### config.mk
export PLATFORM = sky130hd
export DESIGN_NAME = two_queue_weighted_batch_loader_top_flat
export DESIGN_NICKNAME = d
export VERILOG_FILES = /design/src/rtl/core/tqwb_pkg.sv /design/src/rtl/core/tqwb_in_if.sv /design/src/rtl/core/tqwb_out_if.sv /design/src/rtl/core/tqwb_front.sv /design/src/rtl/core/tqwb_back.sv /design/src/rtl/core/two_queue_weighted_batch_loader_top.sv /design/src/flat_wrapper.sv
export VERILOG_INCLUDE_DIRS = /design/src /design/src/rtl/core
export SDC_FILE = /design/constraint.sdc
export NUM_CORES = 2
export LEC_CHECK = 0
export BUFFER_PORTS_ARGS = -buffer_cell sky130_fd_sc_hd__clkbuf_2
export CORE_MARGIN = 1
export CORE_UTILIZATION = 30
export CTS_BUF_LIST = sky130_fd_sc_hd__clkbuf_2 sky130_fd_sc_hd__clkbuf_4 sky130_fd_sc_hd__clkbuf_8
export DETAILED_ROUTE_END_ITERATION = 6
export HOLD_SLACK_MARGIN = 0.1
export PLACE_DENSITY_LB_ADDON = 0.12
export SETUP_SLACK_MARGIN = 0.02
export SLEW_MARGIN = 20
export SYNTH_ARGS = -nofsm -noshare
export SYNTH_HDL_FRONTEND = slang
export SYNTH_SLANG_ARGS = --single-unit
### constraint.sdc
create_clock -name i_clk -period 5.3 [get_ports i_clk]
set_input_delay 0.53 -clock i_clk [delete_from_list [all_inputs] [get_ports i_clk]]
set_output_delay 0.53 -clock i_clk [all_outputs]
set_load 0.02 [all_outputs]
### src/rtl/core/two_queue_weighted_batch_loader_top_macros.svh
// ----------------------------------------------------------------------------
// Assertion macros for the weighted batch loader
// Clocked implication checks, disabled while reset is asserted.
// ----------------------------------------------------------------------------
`ifndef TWO_QUEUE_WEIGHTED_BATCH_LOADER_TOP_MACROS_SVH
`define TWO_QUEUE_WEIGHTED_BATCH_LOADER_TOP_MACROS_SVH

// Consequent must hold in the same cycle as the antecedent.
`define TQWB_ASSERT_IMPL(label, clk, rst_n, ante, cons) \
    label: assert property (@(posedge clk) disable iff (!rst_n) (ante) |-> (cons)) \
        else $error("tqwb: same-cycle check failed");

// Consequent must hold in the cycle after the antecedent.
`define TQWB_ASSERT_NEXT(label, clk, rst_n, ante, cons) \
    label: assert property (@(posedge clk) disable iff (!rst_n) (ante) |=> (cons)) \
        else $error("tqwb: next-cycle check failed");

`endif

### src/rtl/core/tqwb_pkg.sv
// ----------------------------------------------------------------------------
// tqwb_pkg
// Shared types and constants of the two-queue weighted batch loader.
// ----------------------------------------------------------------------------
package tqwb_pkg;

    localparam int QUEUE_DEPTH = 64;
    localparam int VALUE_WIDTH = 16;
    localparam int Q_AW        = $clog2(QUEUE_DEPTH);
    localparam int Q_CW        = $clog2(QUEUE_DEPTH + 1);

    localparam int FUNC_W      = 2;
    localparam int LIMIT_W     = 6;
    localparam int RUN_W       = 4;
    localparam int CFG_IDX_W   = 1;
    localparam int CFG_DATA_W  = 6;

    localparam logic [LIMIT_W-1:0] LOAD_LIMIT_RST  = LIMIT_W'(10);
    localparam logic [RUN_W-1:0]   PRIMARY_RUN_RST = RUN_W'(4);

    localparam logic [CFG_IDX_W-1:0] CFG_LOAD_LIMIT  = CFG_IDX_W'(0);
    localparam logic [CFG_IDX_W-1:0] CFG_PRIMARY_RUN = CFG_IDX_W'(1);

    // Command queue between the front and back ends.
    localparam int CMDQ_DEPTH = 2;
    localparam int CMDQ_AW    = $clog2(CMDQ_DEPTH);
    localparam int CMDQ_CW    = $clog2(CMDQ_DEPTH + 1);

    typedef enum logic [FUNC_W-1:0] {
        FUNC_PUSH_PRI = 2'd0,
        FUNC_PUSH_SEC = 2'd1,
        FUNC_LOAD     = 2'd2,
        FUNC_RSVD     = 2'd3
    } t_func;

    typedef enum logic [1:0] {
        CMD_PUSH_PRI,
        CMD_PUSH_SEC,
        CMD_LOAD,
        CMD_IDLE
    } t_cmd;

    typedef struct packed {
        logic [FUNC_W-1:0]      func;
        logic [VALUE_WIDTH-1:0] item_value;
    } t_in_item;

    typedef struct packed {
        logic                   push_accepted;
        logic                   entry_valid;
        logic                   entry_class;
        logic [VALUE_WIDTH-1:0] entry_value;
        logic                   shortage;
        logic                   last;
    } t_out_item;

    typedef struct packed {
        t_cmd                   cmd;
        logic [VALUE_WIDTH-1:0] value;
    } t_cmd_entry;

    typedef struct packed {
        logic                   valid;
        t_cmd                   cmd;
        logic [VALUE_WIDTH-1:0] value;
    } t_fb_cmd;

    typedef struct packed {
        logic push_accepted;
        logic entry_valid;
        logic entry_class;
        logic shortage;
        logic last;
    } t_out_ctl;

endpackage

### src/rtl/core/tqwb_in_if.sv
// ----------------------------------------------------------------------------
// tqwb_in_if
// Valid/ready channel carrying one request item.
// ----------------------------------------------------------------------------
interface tqwb_in_if import tqwb_pkg::*; ();

    logic     valid;
    logic     ready;
    t_in_item data;

    modport source (output valid, output data, input ready);
    modport sink   (input valid, input data, output ready);

endinterface

### src/rtl/core/tqwb_out_if.sv
// ----------------------------------------------------------------------------
// tqwb_out_if
// Valid/ready channel carrying one result item.
// ----------------------------------------------------------------------------
interface tqwb_out_if import tqwb_pkg::*; ();

    logic      valid;
    logic      ready;
    t_out_item data;

    modport source (output valid, output data, input ready);
    modport sink   (input valid, input data, output ready);

endinterface

### src/rtl/core/tqwb_front.sv
// ----------------------------------------------------------------------------
// tqwb_front
// Accepts request transactions, decodes the function code and buffers the
// decoded commands in a short queue for the back end.
// ----------------------------------------------------------------------------
module tqwb_front import tqwb_pkg::*; (
    input  logic       i_clk,
    input  logic       i_rst_n,
    tqwb_in_if.sink    i_in,
    input  logic       i_pop,
    output t_fb_cmd    o_cmd
);

    t_cmd_entry               r_q [CMDQ_DEPTH];
    logic [CMDQ_AW-1:0]       r_wr_ptr;
    logic [CMDQ_AW-1:0]       r_rd_ptr;
    logic [CMDQ_CW-1:0]       r_count;
    logic [CMDQ_AW-1:0]       n_wr_ptr;
    logic [CMDQ_AW-1:0]       n_rd_ptr;
    logic                     w_push;
    t_cmd_entry               w_entry;

    always_comb begin
        case (t_func'(i_in.data.func))
            FUNC_PUSH_PRI: w_entry.cmd = CMD_PUSH_PRI;
            FUNC_PUSH_SEC: w_entry.cmd = CMD_PUSH_SEC;
            FUNC_LOAD:     w_entry.cmd = CMD_LOAD;
            default:       w_entry.cmd = CMD_IDLE;
        endcase
        w_entry.value = i_in.data.item_value;
    end

    assign i_in.ready = (r_count != CMDQ_CW'(CMDQ_DEPTH));
    assign w_push     = i_in.valid && i_in.ready;

    assign n_wr_ptr = (r_wr_ptr == CMDQ_AW'(CMDQ_DEPTH - 1)) ? '0 : r_wr_ptr + 1'b1;
    assign n_rd_ptr = (r_rd_ptr == CMDQ_AW'(CMDQ_DEPTH - 1)) ? '0 : r_rd_ptr + 1'b1;

    always_ff @(posedge i_clk) begin
        if (w_push) begin
            r_q[r_wr_ptr] <= w_entry;
        end
    end

    always_ff @(posedge i_clk) begin
        if (!i_rst_n) begin
            r_wr_ptr <= '0;
            r_rd_ptr <= '0;
            r_count  <= '0;
        end else begin
            if (w_push) begin
                r_wr_ptr <= n_wr_ptr;
            end
            if (i_pop) begin
                r_rd_ptr <= n_rd_ptr;
            end
            case ({w_push, i_pop})
                2'b10:   r_count <= r_count + 1'b1;
                2'b01:   r_count <= r_count - 1'b1;
                default: r_count <= r_count;
            endcase
        end
    end

    assign o_cmd.valid = (r_count != '0);
    assign o_cmd.cmd   = r_q[r_rd_ptr].cmd;
    assign o_cmd.value = r_q[r_rd_ptr].value;

endmodule

### src/rtl/core/tqwb_back.sv
// ----------------------------------------------------------------------------
// tqwb_back
// Holds both ring queues and the configuration, executes pushes and steps
// through a load one entry per cycle into the result register while the output is not stalled.
// ----------------------------------------------------------------------------
module tqwb_back import tqwb_pkg::*; (
    input  logic                  i_clk,
    input  logic                  i_rst_n,
    input  logic                  i_cfg_wr_en,
    input  logic [CFG_IDX_W-1:0]  i_cfg_index,
    input  logic [CFG_DATA_W-1:0] i_cfg_data,
    input  t_fb_cmd               i_cmd,
    output logic                  o_pop,
    tqwb_out_if.source            o_out
);

    logic [VALUE_WIDTH-1:0] mem_p [QUEUE_DEPTH];
    logic [VALUE_WIDTH-1:0] mem_s [QUEUE_DEPTH];
    logic [VALUE_WIDTH-1:0] r_p_rd;
    logic [VALUE_WIDTH-1:0] r_s_rd;

    logic [LIMIT_W-1:0]     r_load_limit;
    logic [RUN_W-1:0]       r_primary_run;
    logic [Q_AW-1:0]        r_p_head;
    logic [Q_AW-1:0]        r_p_tail;
    logic [Q_CW-1:0]        r_p_count;
    logic [Q_AW-1:0]        r_s_head;
    logic [Q_AW-1:0]        r_s_tail;
    logic [Q_CW-1:0]        r_s_count;
    logic [RUN_W-1:0]       r_cnt;
    logic [LIMIT_W-1:0]     r_total;
    logic                   r_out_valid;
    t_out_ctl               r_out;

    t_out_ctl               n_out;
    logic [RUN_W-1:0]       n_cnt;
    logic [RUN_W-1:0]       w_run;
    logic                   w_go;
    logic                   w_p_ne;
    logic                   w_s_ne;
    logic                   w_p_full;
    logic                   w_s_full;
    logic                   w_lim_ok;
    logic                   w_under_run;
    logic                   w_pick_p;
    logic                   w_pick_s;
    logic                   w_pop_any;
    logic [LIMIT_W:0]       w_total_inc;
    logic [Q_CW-1:0]        w_p_left;
    logic [Q_CW-1:0]        w_s_left;
    logic                   w_load_last;
    logic                   w_load_short;
    logic                   w_step_last;
    logic                   w_wr_p;
    logic                   w_wr_s;
    logic                   w_rd_p;
    logic                   w_rd_s;

    // A run length of zero behaves as one.
    assign w_run       = (r_primary_run == '0) ? RUN_W'(1) : r_primary_run;
    assign w_go        = i_cmd.valid && (!r_out_valid || o_out.ready);
    assign w_p_ne      = (r_p_count != '0);
    assign w_s_ne      = (r_s_count != '0);
    assign w_p_full    = (r_p_count == Q_CW'(QUEUE_DEPTH));
    assign w_s_full    = (r_s_count == Q_CW'(QUEUE_DEPTH));
    assign w_lim_ok    = (r_load_limit != '0);
    assign w_under_run = (r_cnt < w_run);

    // Primary entries are taken while the run is open; once it is complete a
    // secondary entry is due. With no secondary entry waiting the run starts
    // over, and with the primary queue dry the secondary queue stands in.
    assign w_pick_p  = w_lim_ok && w_p_ne && (w_under_run || !w_s_ne);
    assign w_pick_s  = w_lim_ok && w_s_ne && (!w_p_ne || !w_under_run);
    assign w_pop_any = w_pick_p || w_pick_s;

    assign w_total_inc  = {1'b0, r_total} + 1'b1;
    assign w_p_left     = r_p_count - Q_CW'(w_pick_p);
    assign w_s_left     = r_s_count - Q_CW'(w_pick_s);
    assign w_load_last  = !w_pop_any || (w_total_inc == {1'b0, r_load_limit}) ||
                          ((w_p_left == '0) && (w_s_left == '0));
    assign w_load_short = w_pop_any ? (w_total_inc < {1'b0, r_load_limit}) : w_lim_ok;

    always_comb begin
        n_out       = '0;
        w_wr_p      = 1'b0;
        w_wr_s      = 1'b0;
        w_rd_p      = 1'b0;
        w_rd_s      = 1'b0;
        w_step_last = 1'b1;
        n_cnt       = r_cnt;
        case (i_cmd.cmd)
            CMD_PUSH_PRI: begin
                n_out.push_accepted = !w_p_full;
                n_out.last          = 1'b1;
                w_wr_p              = w_go && !w_p_full;
            end
            CMD_PUSH_SEC: begin
                n_out.push_accepted = !w_s_full;
                n_out.last          = 1'b1;
                w_wr_s              = w_go && !w_s_full;
            end
            CMD_LOAD: begin
                n_out.entry_valid = w_pop_any;
                n_out.entry_class = w_pick_s;
                n_out.shortage    = w_load_last && w_load_short;
                n_out.last        = w_load_last;
                w_rd_p            = w_go && w_pick_p;
                w_rd_s            = w_go && w_pick_s;
                w_step_last       = w_load_last;
                if (w_pick_p) begin
                    n_cnt = w_under_run ? r_cnt + 1'b1 : RUN_W'(1);
                end else begin
                    n_cnt = '0;
                end
            end
            default: begin
                n_out.last = 1'b1;
            end
        endcase
    end

    assign o_pop = w_go && w_step_last;

    always_ff @(posedge i_clk) begin
        if (w_wr_p) begin
            mem_p[r_p_tail] <= i_cmd.value;
        end
        if (w_rd_p) begin
            r_p_rd <= mem_p[r_p_head];
        end
    end

    always_ff @(posedge i_clk) begin
        if (w_wr_s) begin
            mem_s[r_s_tail] <= i_cmd.value;
        end
        if (w_rd_s) begin
            r_s_rd <= mem_s[r_s_head];
        end
    end

    always_ff @(posedge i_clk) begin
        if (w_go) begin
            r_out <= n_out;
        end
    end

    always_ff @(posedge i_clk) begin
        if (!i_rst_n) begin
            r_load_limit  <= LOAD_LIMIT_RST;
            r_primary_run <= PRIMARY_RUN_RST;
            r_p_head      <= '0;
            r_p_tail      <= '0;
            r_p_count     <= '0;
            r_s_head      <= '0;
            r_s_tail      <= '0;
            r_s_count     <= '0;
            r_cnt         <= '0;
            r_total       <= '0;
            r_out_valid   <= 1'b0;
        end else begin
            if (i_cfg_wr_en) begin
                case (i_cfg_index)
                    CFG_LOAD_LIMIT:  r_load_limit  <= i_cfg_data[LIMIT_W-1:0];
                    CFG_PRIMARY_RUN: r_primary_run <= i_cfg_data[RUN_W-1:0];
                    default:         r_load_limit  <= r_load_limit;
                endcase
            end

            if (w_go) begin
                r_out_valid <= 1'b1;
            end else if (o_out.ready) begin
                r_out_valid <= 1'b0;
            end

            if (w_wr_p) begin
                r_p_tail  <= (r_p_tail == Q_AW'(QUEUE_DEPTH - 1)) ? '0 : r_p_tail + 1'b1;
                r_p_count <= r_p_count + 1'b1;
            end
            if (w_wr_s) begin
                r_s_tail  <= (r_s_tail == Q_AW'(QUEUE_DEPTH - 1)) ? '0 : r_s_tail + 1'b1;
                r_s_count <= r_s_count + 1'b1;
            end
            if (w_rd_p) begin
                r_p_head  <= (r_p_head == Q_AW'(QUEUE_DEPTH - 1)) ? '0 : r_p_head + 1'b1;
                r_p_count <= w_p_left;
            end
            if (w_rd_s) begin
                r_s_head  <= (r_s_head == Q_AW'(QUEUE_DEPTH - 1)) ? '0 : r_s_head + 1'b1;
                r_s_count <= w_s_left;
            end

            if (w_go && (i_cmd.cmd == CMD_LOAD)) begin
                if (w_load_last) begin
                    r_cnt   <= '0;
                    r_total <= '0;
                end else begin
                    r_cnt   <= n_cnt;
                    r_total <= w_total_inc[LIMIT_W-1:0];
                end
            end
        end
    end

    assign o_out.valid              = r_out_valid;
    assign o_out.data.push_accepted = r_out.push_accepted;
    assign o_out.data.entry_valid   = r_out.entry_valid;
    assign o_out.data.entry_class   = r_out.entry_class;
    assign o_out.data.entry_value   = !r_out.entry_valid ? '0 :
                                      (r_out.entry_class ? r_s_rd : r_p_rd);
    assign o_out.data.shortage      = r_out.shortage;
    assign o_out.data.last          = r_out.last;

endmodule

### src/rtl/core/two_queue_weighted_batch_loader_top.sv
// ----------------------------------------------------------------------------
// two_queue_weighted_batch_loader_top
// Path: a request passes through the command queue and then the result register.
// Throughput: one result per cycle when not stalled; a load yields one per entry.
// Reset: synchronous, active low; empties both queues and restores the config.
// ----------------------------------------------------------------------------
`include "two_queue_weighted_batch_loader_top_macros.svh"

module two_queue_weighted_batch_loader_top import tqwb_pkg::*; (
    input  logic                  i_clk,
    input  logic                  i_rst_n,
    input  logic                  i_cfg_wr_en,
    input  logic [CFG_IDX_W-1:0]  i_cfg_index,
    input  logic [CFG_DATA_W-1:0] i_cfg_data,
    tqwb_in_if.sink               i_in,
    tqwb_out_if.source            o_out
);

    t_fb_cmd w_cmd;
    logic    w_pop;

    tqwb_front u_front (
        .i_clk   (i_clk),
        .i_rst_n (i_rst_n),
        .i_in    (i_in),
        .i_pop   (w_pop),
        .o_cmd   (w_cmd)
    );

    tqwb_back u_back (
        .i_clk       (i_clk),
        .i_rst_n     (i_rst_n),
        .i_cfg_wr_en (i_cfg_wr_en),
        .i_cfg_index (i_cfg_index),
        .i_cfg_data  (i_cfg_data),
        .i_cmd       (w_cmd),
        .o_pop       (w_pop),
        .o_out       (o_out)
    );

    // The back end only retires a command that is actually queued.
    `TQWB_ASSERT_IMPL(a_pop_has_cmd, i_clk, i_rst_n, w_pop, w_cmd.valid)
    // A queued command stays at the head until it has been retired.
    `TQWB_ASSERT_NEXT(a_cmd_held, i_clk, i_rst_n, w_cmd.valid && !w_pop, w_cmd.valid)
    // Only loaded entries may be followed by further results of the same transaction.
    `TQWB_ASSERT_IMPL(a_mid_is_entry, i_clk, i_rst_n, o_out.valid && !o_out.data.last, o_out.data.entry_valid)
    // An accepted push gives a single result that carries no entry.
    `TQWB_ASSERT_IMPL(a_push_alone, i_clk, i_rst_n, o_out.valid && o_out.data.push_accepted, !o_out.data.entry_valid && o_out.data.last)

endmodule
### src/flat_wrapper.sv
// flat-port wrapper written by rule: the top's interface ports become plain ports
module two_queue_weighted_batch_loader_top_flat import tqwb_pkg::*;
  (i_clk, i_rst_n, i_cfg_wr_en, i_cfg_index, i_cfg_data, i_in_valid, i_in_data, i_in_ready, o_out_valid, o_out_data, o_out_ready);
  tqwb_in_if i_in_i ();
  tqwb_out_if o_out_i ();
  input  logic i_clk;
  input  logic i_rst_n;
  input  logic i_cfg_wr_en;
  input  logic [CFG_IDX_W-1:0] i_cfg_index;
  input  logic [CFG_DATA_W-1:0] i_cfg_data;
  input wire logic [$bits(i_in_i.valid)-1:0] i_in_valid;
  input wire logic [$bits(i_in_i.data)-1:0] i_in_data;
  output wire logic [$bits(i_in_i.ready)-1:0] i_in_ready;
  output wire logic [$bits(o_out_i.valid)-1:0] o_out_valid;
  output wire logic [$bits(o_out_i.data)-1:0] o_out_data;
  input wire logic [$bits(o_out_i.ready)-1:0] o_out_ready;
  assign i_in_i.valid = i_in_valid;
  assign i_in_i.data = i_in_data;
  assign i_in_ready = i_in_i.ready;
  assign o_out_valid = o_out_i.valid;
  assign o_out_data = o_out_i.data;
  assign o_out_i.ready = o_out_ready;
  two_queue_weighted_batch_loader_top u_core (.i_clk(i_clk), .i_rst_n(i_rst_n), .i_cfg_wr_en(i_cfg_wr_en), .i_cfg_index(i_cfg_index), .i_cfg_data(i_cfg_data), .i_in(i_in_i), .o_out(o_out_i));
endmodule
# ---- Word level (Yosys, flattened, before mapping)
# Memories as Yosys holds them, arrays and structs flattened. A register that Yosys moved wholly into a read port is not among the register bits.
# Index checks and enable logic that the tools add are counted.
dict set report word_totals {
  input_bits 30
  ramBits 2084
  reg_bits 68
  out_inout_bits 23
  mem_count 3
  romBits 0
  latchBits 0
  word_cells 134
}
# memory depth width read_ports rd_ports_with_merged_regs write_ports line_no
set mem_list {}
lappend mem_list {u_core.u_back.mem_p 64 16 1 1 1 tqwb_back.sv:17} ;# logic [VALUE_WIDTH-1:0] mem_p [QUEUE_DEPTH];
lappend mem_list {u_core.u_back.mem_s 64 16 1 1 1 tqwb_back.sv:18} ;# logic [VALUE_WIDTH-1:0] mem_s [QUEUE_DEPTH];
lappend mem_list {u_core.u_front.r_q 2 18 1 1 1 tqwb_front.sv:14} ;# t_cmd_entry r_q [CMDQ_DEPTH];
dict set report op_classes {
  n_eq_ne 14
  n_addsub 14
  n_reduce_logical 44
  n_shift 0
  n_mux 37
  n_lt_le_gt_ge 2
  n_bitwise 1
  n_div 0
  n_mul 0
}
# operator n
set ops {}
lappend ops {{$mux W16} 2}
lappend ops {{$mux W6} 5}
lappend ops {{$mux W7} 4}
lappend ops {{$add A6 B1 Y6 const B} 4}
lappend ops {{$eq A6 B6 Y1 const B} 4}
lappend ops {{$mux W4} 5}
lappend ops {{$mux W1} 18}
lappend ops {{$add A7 B1 Y7 const B} 2}
lappend ops {{$eq A7 B7 Y1 const B} 2}
lappend ops {{$logic_and A1 B1 Y1} 14}
lappend ops {{$logic_not A7 Y1} 2}
lappend ops {{$reduce_bool A7 Y1} 2}
lappend ops {{$sub A7 B1 Y7} 2}
lappend ops {{$reduce_bool A2 Y1} 6}
lappend ops {{$add A6 B1 Y7 const B} 1}
lappend ops {{$eq A7 B6 Y1} 1}
lappend ops {{$logic_not A1 Y1} 7}
lappend ops {{$lt A7 B6 Y1} 1}
lappend ops {{$eq A2 B1 Y1 const B} 3}
lappend ops {{$eq A2 B2 Y1 const B} 3}
lappend ops {{$logic_or A1 B1 Y1} 6}
lappend ops {{$pmux W2 S3} 1}
lappend ops {{$reduce_and A2 Y1} 3}
lappend ops {{$reduce_bool A6 Y1} 1}
lappend ops {{other kinds (11)} 13}

# ---- Depth between registers and ports, before layout
dict set report depth {
  depth_word 14
  mapped_depth 18
  depth_no_buf 18
}

# ---- Cells and area by module
# From an unflattened synthesis, not the netlist that was laid out.
dict set report unflattened {
  cells_unflattened 3986
  hier_area_um2 84429.7
}
# mod n_inst area_each_um2 cells_each seq_area_each_um2
set by_module_without_submodules {}
lappend by_module_without_submodules {tqwb_back 1 82898.3 3905 63791.2}
lappend by_module_without_submodules {tqwb_front 1 1531.5 81 1181.1}

# ---- Worst setup path after synthesis
# Ideal clock, no wire load.
dict set report synth_path {
  path_type {register -> register}
  start {register u_core.u_back.r_primary_run[1]}
  end {register u_core.u_front.r_count[1]}
  setup_ns 0.070
  setup_slack_ns 1.038
  path_stages_with_launch 18
  synth_period_minus_slack_ns 4.262
  t_arrival_ns 4.192
  path_buffers 0
  required_ns 5.230
  path_cell_list {dfxtp_1 > inv_1 > ha_1 > inv_1 > o31ai_1 > a21oi_1 > or2_2 > a21oi_1 > ha_1 > ha_1 > or3b_2 > or4_1 > nand4_1 > o211ai_2 > and2_1 > ha_1 > or3_1 > a21oi_1}
}
# item line_no
set synth_rtl {}
lappend synth_rtl {{from (decl)} tqwb_back.sv:23} ;# logic [RUN_W-1:0] r_primary_run;
lappend synth_rtl {{from (signal assigned)} tqwb_back.sv:165} ;# CFG_PRIMARY_RUN: r_primary_run <= i_cfg_data[RUN_W-1:0];
lappend synth_rtl {{to (signal assigned)} tqwb_front.sv:58} ;# 2'b10: r_count <= r_count + 1'b1;
lappend synth_rtl {{to (signal assigned)} tqwb_front.sv:59} ;# 2'b01: r_count <= r_count - 1'b1;
lappend synth_rtl {{to (signal assigned)} tqwb_front.sv:60} ;# default: r_count <= r_count;
lappend synth_rtl {{to (decl)} tqwb_front.sv:17} ;# logic [CMDQ_CW-1:0] r_count;

==> flow_summary.json <==
{
  "required_ns": 6.20,
  "io_pins": 53,
  "synth_compound_area_frac": 0.01696,
  "synth_top_cell_by_area": "edfxtp_1",
  "start_util": 0.3027,
  "synth_nets": 3838,
  "drive_above_1_share": 0.3398,
  "gp_congestion": 0.7677,
  "finalSetupTns_ns": 0,
  "cts.repair.resized": 0,
  "synth_top_area_share": 0.7506,
  "clockRootBuffer": "clkbuf_8",
  "final_core_util": 0.3517,
  "setup_viol": 0,
  "rsz0062_at_grt": "false",
  "dieHeight_um": 533.8,
  "clk_latency_ns": 1.01,
  "dp_cells": 7576,
  "detail-route-antenna-nets": 0,
  "async_flop_share": 0,
  "clk_pin_slew_ns": 0.06,
  "synth_top_family_by_area": "multiplexers",
  "coreArea_um2": 280400,
  "critPathKind": "reg2reg",
  "critPathArrivalTime_ns": 5.67,
  "crit_path_start_kind": "flop",
  "wire_per_inst_um": 28.36,
  "outcome": "finished clean",
  "setup_slack_ns": 0.5302,
  "leakagePower_nw": 29.97,
  "wirelength_mm": 235.4,
  "clock_skew_ns": 0.07265,
  "ys_seq_elements": 2185,
  "tightestPinTransition_ns": 1.154,
  "grt_first_pass_wirelength_mm": 331.4,
  "dpl_worst_slack_ns": 0.5702,
  "cts_buffer_depth": 4,
  "syn_inst": 3784,
  "timing.hold.ws_ns": 0.2103,
  "dieWidth_um": 533.8,
  "placementRows": 194,
  "synth_cell_type_count": 64,
  "cts_sinks": 2185,
  "synth-edff-count": 2121,
  "vias": 40452,
  "fmax_mhz": 209.7,
  "synth_mux_area_frac": 0.1711,
  "io_buffers": 52,
  "routed_via_density": 4.874,
  "overflow": 0,
  "hold_path.class": "in2reg",
  "fin_crit_sh": 0.9000,
  "post_cts_buffers": 0,
  "fin_nets": 4332,
  "crit_path_end_kind": "flop",
  "finalNonFillerCells": 8299,
  "synth-xor-area-share": 0.003406,
  "htreeDepth": 5,
  "grt_max_degree": 129,
  "grt_usage": 0.1637,
  "synth_area_leaders": "edfxtp_1 75%, mux4_2 16%, dfxtp_1 1.5%",
  "fin_crit_ns": 4.770,
  "synthSimpleGateAreaFrac": 0.02583,
  "synth-seq-area-share": 0.7657,
  "p_per_area_nw_per_um2": 400.0,
  "yosys_warnings": 0,
  "cp-startpoint": "u_core.u_back.r_primary_run[1]",
  "antenna_found_initial": 16,
  "slew_headroom": 0.2307,
  "dieArea_um2": 285000,
  "hold_viol_final": 0,
  "syn_area_um2": 84850,
  "cts_tree": "done",
  "avgSynthCellArea_um2": 22.42,
  "cap_viol_max_count": 0,
  "slew_violations": 0,
  "drc": 0,
  "r2r_start": "u_core.u_back.r_primary_run[1]",
  "hpwl_mm": 136.4,
  "min_from": "i_rst_n",
  "yosysMostFrequentCell": "edfxtp_1",
  "cp_max_fo": 9,
  "peakVddDrop_mv": 0.3343,
  "first_global_vias": 42021,
  "numCtsBuffers": 382,
  "drtPass1Iterations": 6,
  "drt_iter0_drc": 3665,
  "area_growth_pct": 16.22,
  "synthAdderAreaFrac": 0.003539,
  "ys_top_cells_by_count": "2121 x edfxtp_1, 584 x mux4_2, 192 x nor2_1",
  "synth-main-ff-cell": "edfxtp_1"
}
[report_power, final]
group	leakage (nW)	internal, W	switching [W]
Sequential	19.6	0.0205	0.000139
Combinational	6.53	0.000882	0.00294
Clock	3.85	0.00806	0.00695
[stage by stage]
step	cell area [um2]	power, W
2_1_floorplan	84850	0.02280
3_3_place_gp	90920	0.02481
3_5_place_dp	90920	0.02489
4_1_cts	98580	0.04009
5_1_grt	98600	0.04095
6_report	98610	0.03945
[sequential cells by signal, indices dropped and copies added, names as in the netlist, 7 cells and up, named ones only]
signal and count:
u_core.u_back.mem_s 1024, u_core.u_back.r_s_count 7, u_core.u_back.r_p_count 7, u_core.u_back.r_p_rd 16, u_core.u_front.r_q 36, u_core.u_back.mem_p 1024, u_core.u_back.r_s_rd 16
[final timing paths]
kind                                    endpoint  slack (ns)  depth (start not counted)
setup / recovery       u_core.u_front.r_count[1]        0.53                         17
hold / removal    u_core.u_back.r_primary_run[2]        0.21                          2
setup reg to reg       u_core.u_front.r_count[1]        0.53                         17
hold reg to reg   u_core.u_back.r_primary_run[0]        0.47                          2
[layout make-up]
type	instances	area, um2
fill	25967	181700
sequential	2185	65000
multi-input combinational	1374	19010
clock buffer	525	6381
tap	3724	4659
timing repair buffer	316	2610
clock inverter	148	855.8
inverter	19	71.32
antenna	8	20.02
[critical path, cell delays in order, from the launching register on]
cell	delay, ns
dfxtp_1	0.35
inv_1	0.05
ha_1	0.29
inv_1	0.04
o31ai_1	0.54
a21oi_1	0.16
or2_2	0.32
a21oi_1	0.14
ha_1	0.18
ha_1	0.21
or3b_2	0.50
or4_1	0.41
nand4_1	0.17
o211ai_2	0.23
and2_1	0.27
ha_1	0.34
or3_1	0.35
a21oi_1	0.14
[timing repair]
action / in CTS / in global routing
hold buffers: 42 / 0
setup endpoints to repair: 0 / 0
endpoints found under the hold margin: 50 / 0
[per-layer routing]
metal	track usage	up-vias	routed length, um
met2	0.2506	1161	107600
met1	0.2367	21845	108500
li1	-	17082	-
met4	0.04219	4	5088
met3	0.03411	360	14160
met5	0	-	34
[kinds of logic after synthesis]
group                      Yosys count
DFF                               2185
muxes                              672
and+or+nand+nor                    443
buffers and inverters              225
AOI/OAI and AO/OA                  202
xor gates and xnor gates            33
adders and majority gates           24
[cells in the final DEF, fill, tap and decap left out, types with 53 or more instances in the layout]
cell / Yosys / routed
clkbuf_4: 0 / 135
clkbuf_8: 0 / 390
nor2_2: 1 / 62
clkinv_1: 0 / 89
dfxtp_1: 64 / 56
buf_4: 16 / 201
nor2b_1: 54 / 53
edfxtp_1: 2121 / 2121
mux4_2: 584 / 584
nor2_1: 192 / 131
No activity file was read; power rests on OpenSTA's default activity.
